--- src/sv/fcmc_pkg.sv ---
`default_nettype none
package fcmc_pkg;

   localparam int ENTRIES       = 128;
   localparam int WORD_BITS     = 16;
   localparam int SLOT_BITS     = (ENTRIES > 1) ? $clog2(ENTRIES) : 1;
   localparam int CAP_BITS      = 8;
   localparam int OCC_BITS      = ($clog2(ENTRIES + 1) > CAP_BITS) ? $clog2(ENTRIES + 1)
                                                                   : CAP_BITS;
   localparam int COUNT_BITS    = 24;
   localparam int CSR_DATA_BITS = 32;
   localparam int CSR_ADDR_BITS = 3;

   localparam logic [CSR_ADDR_BITS-3:0] REG_CAPACITY = '0;
   localparam logic [CAP_BITS-1:0]      CAP_RESET    = 8'd128;
   localparam logic [OCC_BITS-1:0]      OCC_ONE      = OCC_BITS'(1);
   localparam logic [OCC_BITS-1:0]      OCC_ENTRIES  = OCC_BITS'(ENTRIES);
   localparam logic [COUNT_BITS-1:0]    COUNT_MAX    = {COUNT_BITS{1'b1}};

   typedef struct packed {
      logic                 valid;
      logic                 hit;
      logic [WORD_BITS-1:0] word;
   } probe_type;

   typedef struct packed {
      logic                 en;
      logic [SLOT_BITS-1:0] slot;
      logic [WORD_BITS-1:0] word;
   } write_type;

endpackage
`default_nettype wire

--- src/sv/fifo_cache_miss_counter.sv ---
// Word cache with first-in-first-out replacement and a saturating miss count.
//
// req channel: one word per beat (req_valid/req_ready). rsp channel: one
// beat per request carrying rsp_miss (word was absent and has been inserted)
// and rsp_miss_total (misses since reset, this one included).
// csr: APB-style port; the capacity register sits at byte address 0.
//
// Each request runs down a row of ENTRIES cells, one cell per cycle, each
// cell comparing against the word it holds. The response is registered at
// the end of the row, and the next request is taken only after that
// response has been issued: a new word is not accepted before the last one
// is done, so the walk through the cell row sets the time per word.
//
// A finished response waits in an output register; a stalled rsp_ready
// holds it. The following request is still taken and walks the row, then
// waits at the end of it, and no further request is taken, until the
// pending beat has left. Reset empties the cache, clears the miss count,
// restores capacity to 128 and drops any beat in flight.
`default_nettype none
module fifo_cache_miss_counter (
   input  wire logic                                clock,
   input  wire logic                                reset,
   input  wire logic                                req_valid,
   output logic                                     req_ready,
   input  wire logic [fcmc_pkg::WORD_BITS-1:0]      req_word,
   output logic                                     rsp_valid,
   input  wire logic                                rsp_ready,
   output logic                                     rsp_miss,
   output logic [fcmc_pkg::COUNT_BITS-1:0]          rsp_miss_total,
   input  wire logic                                csr_psel,
   input  wire logic                                csr_penable,
   input  wire logic                                csr_pwrite,
   input  wire logic [fcmc_pkg::CSR_ADDR_BITS-1:0]  csr_paddr,
   input  wire logic [fcmc_pkg::CSR_DATA_BITS-1:0]  csr_pwdata,
   output logic [fcmc_pkg::CSR_DATA_BITS-1:0]       csr_prdata,
   output logic                                     csr_pready
);

   fcmc_pkg::probe_type             chain [fcmc_pkg::ENTRIES+1];
   fcmc_pkg::write_type             wr;
   logic [fcmc_pkg::OCC_BITS-1:0]   span;

   assign chain[0].valid = req_valid & req_ready;
   assign chain[0].hit   = 1'b0;
   assign chain[0].word  = req_word;

   for (genvar i = 0; i < fcmc_pkg::ENTRIES; i++) begin : g_cell
      fcmc_cell u_cell (
         .clock   (clock),
         .reset   (reset),
         .slot_id (fcmc_pkg::SLOT_BITS'(i)),
         .span    (span),
         .probe_i (chain[i]),
         .wr      (wr),
         .probe_o (chain[i+1])
      );
   end

   fcmc_ctrl u_ctrl (
      .clock          (clock),
      .reset          (reset),
      .req_valid      (req_valid),
      .req_ready      (req_ready),
      .probe_last     (chain[fcmc_pkg::ENTRIES]),
      .span           (span),
      .wr             (wr),
      .rsp_valid      (rsp_valid),
      .rsp_ready      (rsp_ready),
      .rsp_miss       (rsp_miss),
      .rsp_miss_total (rsp_miss_total),
      .csr_psel       (csr_psel),
      .csr_penable    (csr_penable),
      .csr_pwrite     (csr_pwrite),
      .csr_paddr      (csr_paddr),
      .csr_pwdata     (csr_pwdata),
      .csr_prdata     (csr_prdata),
      .csr_pready     (csr_pready)
   );

endmodule
`default_nettype wire

--- src/sv/fcmc_cell.sv ---
`default_nettype none
module fcmc_cell (
   input  wire logic                          clock,
   input  wire logic                          reset,
   input  wire logic [fcmc_pkg::SLOT_BITS-1:0] slot_id,
   input  wire logic [fcmc_pkg::OCC_BITS-1:0]  span,
   input  wire fcmc_pkg::probe_type           probe_i,
   input  wire fcmc_pkg::write_type           wr,
   output fcmc_pkg::probe_type                probe_o
);

   fcmc_pkg::probe_type                 probe_ff, probe_in;
   logic [fcmc_pkg::WORD_BITS-1:0]      stored_ff;
   logic                                active;

   assign active = fcmc_pkg::OCC_BITS'(slot_id) < span;

   always_comb begin
      probe_in       = probe_i;
      probe_in.hit   = probe_i.hit | (probe_i.valid & active & (stored_ff == probe_i.word));
   end

   always_ff @(posedge clock) begin
      if (reset) begin
         probe_ff.valid <= 1'b0;
      end else begin
         probe_ff.valid <= probe_in.valid;
      end
      probe_ff.hit  <= probe_in.hit;
      probe_ff.word <= probe_in.word;
   end

   always_ff @(posedge clock) begin
      if (wr.en && (wr.slot == slot_id)) begin
         stored_ff <= wr.word;
      end
   end

   assign probe_o = probe_ff;

endmodule
`default_nettype wire

--- src/sv/fcmc_ctrl.sv ---
`default_nettype none
module fcmc_ctrl (
   input  wire logic                              clock,
   input  wire logic                              reset,
   input  wire logic                              req_valid,
   output logic                                   req_ready,
   input  wire fcmc_pkg::probe_type               probe_last,
   output logic [fcmc_pkg::OCC_BITS-1:0]          span,
   output fcmc_pkg::write_type                    wr,
   output logic                                   rsp_valid,
   input  wire logic                              rsp_ready,
   output logic                                   rsp_miss,
   output logic [fcmc_pkg::COUNT_BITS-1:0]        rsp_miss_total,
   input  wire logic                              csr_psel,
   input  wire logic                              csr_penable,
   input  wire logic                              csr_pwrite,
   input  wire logic [fcmc_pkg::CSR_ADDR_BITS-1:0] csr_paddr,
   input  wire logic [fcmc_pkg::CSR_DATA_BITS-1:0] csr_pwdata,
   output logic [fcmc_pkg::CSR_DATA_BITS-1:0]     csr_prdata,
   output logic                                   csr_pready
);

   localparam logic [1:0] ST_IDLE   = 2'd0;
   localparam logic [1:0] ST_SCAN   = 2'd1;
   localparam logic [1:0] ST_FINISH = 2'd2;

   logic [1:0]                      state_ff, state_in;
   logic [fcmc_pkg::CAP_BITS-1:0]   cap_ff;
   logic [fcmc_pkg::OCC_BITS-1:0]   occ_ff;
   logic [fcmc_pkg::SLOT_BITS-1:0]  oldest_ff;
   logic [fcmc_pkg::COUNT_BITS-1:0] count_ff, count_in;
   logic                            hit_ff;
   logic [fcmc_pkg::WORD_BITS-1:0]  word_ff;
   logic                            rsp_valid_ff, rsp_miss_ff;
   logic [fcmc_pkg::COUNT_BITS-1:0] rsp_total_ff;

   logic [fcmc_pkg::OCC_BITS-1:0]   cap_ext, cap_eff, old_ext, old_use, old_next, old_wrap;
   logic                            rsp_free, finish_go, fill, reg_sel, cfg_write;

   assign reg_sel   = csr_paddr[fcmc_pkg::CSR_ADDR_BITS-1:2] == fcmc_pkg::REG_CAPACITY;
   assign cfg_write = csr_psel & csr_penable & csr_pwrite & reg_sel;

   assign cap_ext = fcmc_pkg::OCC_BITS'(cap_ff);
   always_comb begin
      priority if (cap_ext == '0) begin
         cap_eff = fcmc_pkg::OCC_ONE;
      end else if (cap_ext > fcmc_pkg::OCC_ENTRIES) begin
         cap_eff = fcmc_pkg::OCC_ENTRIES;
      end else begin
         cap_eff = cap_ext;
      end
   end

   assign span     = (occ_ff < cap_eff) ? occ_ff : cap_eff;
   assign fill     = occ_ff < cap_eff;
   assign old_ext  = fcmc_pkg::OCC_BITS'(oldest_ff);
   assign old_use  = (old_ext >= cap_eff) ? '0 : old_ext;
   assign old_next = old_use + fcmc_pkg::OCC_ONE;
   assign old_wrap = (old_next >= cap_eff) ? '0 : old_next;
   assign count_in = (count_ff == fcmc_pkg::COUNT_MAX) ? count_ff
                                                       : count_ff + fcmc_pkg::COUNT_BITS'(1);

   assign rsp_free  = ~rsp_valid_ff | rsp_ready;
   assign finish_go = (state_ff == ST_FINISH) & rsp_free;

   always_comb begin
      wr.en   = finish_go & ~hit_ff;
      wr.slot = fill ? occ_ff[fcmc_pkg::SLOT_BITS-1:0] : old_use[fcmc_pkg::SLOT_BITS-1:0];
      wr.word = word_ff;
   end

   always_comb begin
      state_in = state_ff;
      unique case (state_ff)
         ST_IDLE: begin
            if (req_valid) begin
               state_in = ST_SCAN;
            end
         end
         ST_SCAN: begin
            if (probe_last.valid) begin
               state_in = ST_FINISH;
            end
         end
         ST_FINISH: begin
            if (rsp_free) begin
               state_in = ST_IDLE;
            end
         end
         default: begin
            state_in = ST_IDLE;
         end
      endcase
   end

   always_ff @(posedge clock) begin
      if (reset) begin
         state_ff     <= ST_IDLE;
         cap_ff       <= fcmc_pkg::CAP_RESET;
         occ_ff       <= '0;
         oldest_ff    <= '0;
         count_ff     <= '0;
         rsp_valid_ff <= 1'b0;
      end else begin
         state_ff <= state_in;
         if (cfg_write) begin
            cap_ff <= csr_pwdata[fcmc_pkg::CAP_BITS-1:0];
         end
         if (wr.en) begin
            if (fill) begin
               occ_ff <= occ_ff + fcmc_pkg::OCC_ONE;
            end else begin
               oldest_ff <= old_wrap[fcmc_pkg::SLOT_BITS-1:0];
            end
            count_ff <= count_in;
         end
         if (finish_go) begin
            rsp_valid_ff <= 1'b1;
         end else if (rsp_ready) begin
            rsp_valid_ff <= 1'b0;
         end
      end
   end

   always_ff @(posedge clock) begin
      if ((state_ff != ST_FINISH) && probe_last.valid) begin
         hit_ff  <= probe_last.hit;
         word_ff <= probe_last.word;
      end
      if (finish_go) begin
         rsp_miss_ff  <= ~hit_ff;
         rsp_total_ff <= hit_ff ? count_ff : count_in;
      end
   end

   assign req_ready      = state_ff == ST_IDLE;
   assign rsp_valid      = rsp_valid_ff;
   assign rsp_miss       = rsp_miss_ff;
   assign rsp_miss_total = rsp_total_ff;
   assign csr_prdata     = reg_sel ? fcmc_pkg::CSR_DATA_BITS'(cap_ff) : '0;
   assign csr_pready     = 1'b1;

endmodule
`default_nettype wire

--- config.mk ---
export PLATFORM = sky130hd
export DESIGN_NAME = fifo_cache_miss_counter
export DESIGN_NICKNAME = d
export VERILOG_FILES = /design/src/sv/fcmc_pkg.sv /design/src/sv/fifo_cache_miss_counter.sv /design/src/sv/fcmc_cell.sv /design/src/sv/fcmc_ctrl.sv
export SDC_FILE = /design/constraint.sdc
export NUM_CORES = 2
export LEC_CHECK = 0
export BUFFER_PORTS_ARGS = -buffer_cell sky130_fd_sc_hd__buf_2
export CAP_MARGIN = 40
export CORE_MARGIN = 2
export CORE_UTILIZATION = 45
export DETAILED_ROUTE_END_ITERATION = 12
export HOLD_SLACK_MARGIN = 0.08
export RECOVER_POWER = 50
export SETUP_SLACK_MARGIN = 0.1
export SYNTH_ARGS = -nofsm -noshare
export SYNTH_HDL_FRONTEND = slang
export SYNTH_SLANG_ARGS = --single-unit
--- constraint.sdc ---
create_clock -name clock -period 11.14 [get_ports clock]
set_input_delay 1.671 -clock clock [delete_from_list [all_inputs] [get_ports clock]]
set_output_delay 1.671 -clock clock [all_outputs]
set_load 0.05 [all_outputs]
==> results_dict.tcl <==
set metrics [dict create \
    final.min_clock_period_ns 7.30 \
    slew-limit-headroom_pct -299 \
    ys_warn_count 0 \
    synth_common_cells "dfxtp_1, edfxtp_1, xnor2_1" \
    crit_chain "clkbuf_1, clkbuf_1, clkbuf_1, clkbuf_1" \
    cts-root-buf "clkbuf_16" \
    wire_per_inst_um 24.5 \
    max_freq_mhz 137 \
    synth_edf_count 2090 \
    nNetsFinal 9246 \
    clockBufferDepth 4 \
    cts_buffers 421 \
    num_vias 68700 \
    path_clk_slew_ns 0.06 \
    netlist_area_mm2 0.140 \
    io_buffers 66 \
    finalCritPeriodShare_pct 65.6 \
    r2r_cells 4 \
    grt-ovfl-total 0 \
    cts_setup_buffers 0 \
    r2r-end "g_cell[77].u_cell.stored_ff[1]" \
    skew_ns 0.0424 \
    syn_avg_cell_area_um2 16.5 \
    htreeDepth 5 \
    hp-class "flip-flop to flip-flop" \
    slew_violations 896 \
    required_ns 11.26 \
    grt_pass1_wl_um 484000 \
    tns_ns 0 \
    critPathArrivalTime_ns 7.43 \
    hp-start "g_cell[1].u_cell.probe_o[2]" \
    yosysUniqueCellTypes 72 \
    core_area_mm2 0.309 \
    grt_antenna_before_repair 15 \
    netlist_instances 8494 \
    synth-main-ff-cell "dfxtp_1" \
    row_count 204 \
    routed_via_density 5.03 \
    crit_family "buffers and inverters" \
    gp_congestion 0.927 \
    power_density_mw_per_mm2 196 \
    leakage_nw 48.3 \
    layout-drive-gt1-share_pct 13.2 \
    start_kind "flip-flop" \
    r2r_start "u_ctrl.word_ff[1]" \
    dpl-instance-area_mm2 0.148 \
    finalHoldViolCount 0 \
    cts_tree "yes" \
    yosysSeqAreaShare_pct 78.6 \
    max_stage_delay_ns 2.59 \
    drc 0 \
    p_int_w 0.0256 \
    fin_area_mm2 0.162 \
    cts-resized-gates 0 \
    critPathKind "flip-flop to flip-flop" \
    area_growth_pct 16.1 \
    whs_path_depth 0 \
    grt_pass1_vias 70200 \
    grt_max_degree 116 \
    dp_worst_setup_slack_ns 5.45 \
    dieArea_mm2 0.315 \
    hold_buffers 0 \
    status "finished with violations" \
    ant_nets 0 \
    postSynth.asyncResetShare_pct 0 \
    switchingPower_w 0.00625 \
    die_y_um 561 \
    peakVddDrop_mv 0.147 \
    hold_end "g_cell[2].u_cell.probe_o[2]" \
    rsz0062_at_grt "false" \
    violations "max-capacitance violations, max-slew violations" \
    yosys-top-cells-area "edfxtp_1, dfxtp_1, xnor2_1" \
    die_w_um 561 \
    crit_buf_inv 4 \
    swShare_pct 19.6 \
    synth_seq_cells 4444 \
    drt_iter0_drc 6356 \
    track_usage_pct 21.0 \
    synth_top_area_share_pct 44.9 \
    clkSinkCount 4444 \
    crit_top_cell "clkbuf_1" \
    firstDrtPassIters 7 \
    setup-violations-final 0 \
    cp-end-kind "flip-flop" \
    reg2reg_setup_slack_ns 3.84 \
    num_io_pins 118 \
    clock_latency_ns 0.90 \
    combPwrFrac_pct 0.8 \
    routed_wl_um 335000 \
    initial_utilization_pct 45.2 \
    tightest_slew_ns 5.98 \
    cp_slowest_cell "clkbuf_1" \
    seqPwrFrac_pct 54.1 \
    post-synth-top-count-cell "dfxtp_1" \
    pwr-share-clk_pct 45.1 \
    crit_fanout 42 \
    layout_setup_ws_ns 3.84 \
    synth_largest_area_cell "edfxtp_1" \
    hpwl_um 214000 \
    cap_violations 23 \
]
==> through the flow <==
stage	power, W	util, %	std cells	hold slack [ns]
after floorplan	0.0177	-	8517	0.349
after global placement	0.0178	47.5	12700	0.353
after detailed placement	0.0178	48.0	12900	0.354
after CTS	0.0321	52.6	13600	0.334
after global routing	0.0328	52.5	13600	0.345
final	0.0319	52.5	13700	0.335
==> how the worst max path moves through the flow <==
| stage | endpoint | start | cells after the start |
|---|---|---|---|
| after floorplan | g_cell[41].u_cell.stored_ff[0] | rsp_ready | 6 |
| after global placement | g_cell[58].u_cell.stored_ff[14] | u_ctrl.cap_ext[3] | 10 |
| after detailed placement | g_cell[121].u_cell.stored_ff[7] | u_ctrl.cap_ext[3] | 14 |
| after CTS | g_cell[121].u_cell.stored_ff[5] | u_ctrl.cap_ext[3] | 14 |
| after global routing | g_cell[77].u_cell.stored_ff[1] | u_ctrl.word_ff[1] | 4 |
| final | g_cell[77].u_cell.stored_ff[1] | u_ctrl.word_ff[1] | 4 |
==> power by group through the flow <==
stage	clock, W	sequential [W]	combinational (W)
4_1_cts	0.0146	0.0172	0.000256
5_1_grt	0.0153	0.0172	0.000274
3_5_place_dp	0	0.0176	0.000254
6_report	0.0144	0.0172	0.000254
3_3_place_gp	0	0.0176	0.000247
2_1_floorplan	0	0.0175	0.000195
==> worst register-to-register path, delay by kind of cell (launching register included) <==
kind                   cells  cell delay [ns]
DFF                        1             0.31
buffers and inverters      4             6.12
==> logic make-up (layout without fill, tap and decap cells) <==
logic type / after synthesis / count (layout) / share of synthesized area [%]
adders and majority gates: 25 / 25 / 0.224
DFF: 4444 / 4444 / 78.6
other: 2 / 32 / 0.00537
xor gates and xnor gates: 2098 / 2098 / 13.1
AOI/OAI and AO/OA: 342 / 342 / 1.81
muxes: 20 / 20 / 0.149
and+or+nand+nor: 1399 / 1399 / 5.50
buffers and inverters: 164 / 1174 / 0.567
==> flip-flops by register name, indices dropped and copies added, names as in the netlist <==
register / cells
g_cell.u_cell.probe_o: 2304
g_cell.u_cell.stored_ff: 2048
u_ctrl.count_ff: 24
u_ctrl.rsp_miss_total: 24
u_ctrl.word_ff: 16
u_ctrl.cap_ext: 8
u_ctrl.occ_ff: 8
u_ctrl.oldest_ff: 7
u_ctrl.state_ff: 2
u_ctrl.hit_ff: 1
u_ctrl.rsp_miss: 1
u_ctrl.rsp_valid: 1
==> cell usage in the layout (no fill, tap or decap), types with 11 or more instances in the layout <==
master | synthesis | layout
a31oi_1 | 37 | 37
clkbuf_8 | 0 | 73
conb_1 | 2 | 25
nand2b_1 | 14 | 14
clkbuf_1 | 69 | 145
xnor2_1 | 1705 | 1705
clkbuf_16 | 0 | 435
a41o_1 | 38 | 38
o21ai_0 | 74 | 72
nand4_1 | 311 | 311
xor2_1 | 393 | 393
nand3_1 | 252 | 252
nor2b_1 | 139 | 139
nand2_1 | 130 | 130
nor3_1 | 187 | 58
nor4_1 | 228 | 205
clkinv_1 | 3 | 31
mux2i_1 | 14 | 11
o311ai_0 | 11 | 11
bufinv_16 | 0 | 32
nor3_2 | 1 | 130
ha_1 | 25 | 25
edfxtp_1 | 2090 | 2090
nor4_2 | 1 | 24
dfxtp_1 | 2354 | 2354
a31o_2 | 86 | 86
inv_1 | 16 | 16
clkinv_2 | 0 | 91
buf_4 | 27 | 195
or3_1 | 14 | 14
a21oi_1 | 36 | 34
buf_2 | 43 | 61
buf_6 | 3 | 38
nor2_1 | 89 | 87
==> per-layer routing <==
metal	global-route usage (%)	part of all wire [%]	wire, µm
met1	29.7	45	151000
met2	34.3	47	157000
met3	3.01	5.6	18700
met4	4.99	2.3	7720
met5	0	0	0
==> final cells by class <==
class	instances	area, µm²
diodes	7	17.5
well taps	4120	5150
repair buffers	367	2820
clock inverters	185	1920
flip-flops and latches	4444	110000
clock buffers	602	12200
fillers	24800	147000
multi-input cells	3909	30200
inverters	20	75.1
No activity file was read; power rests on OpenSTA's default activity.
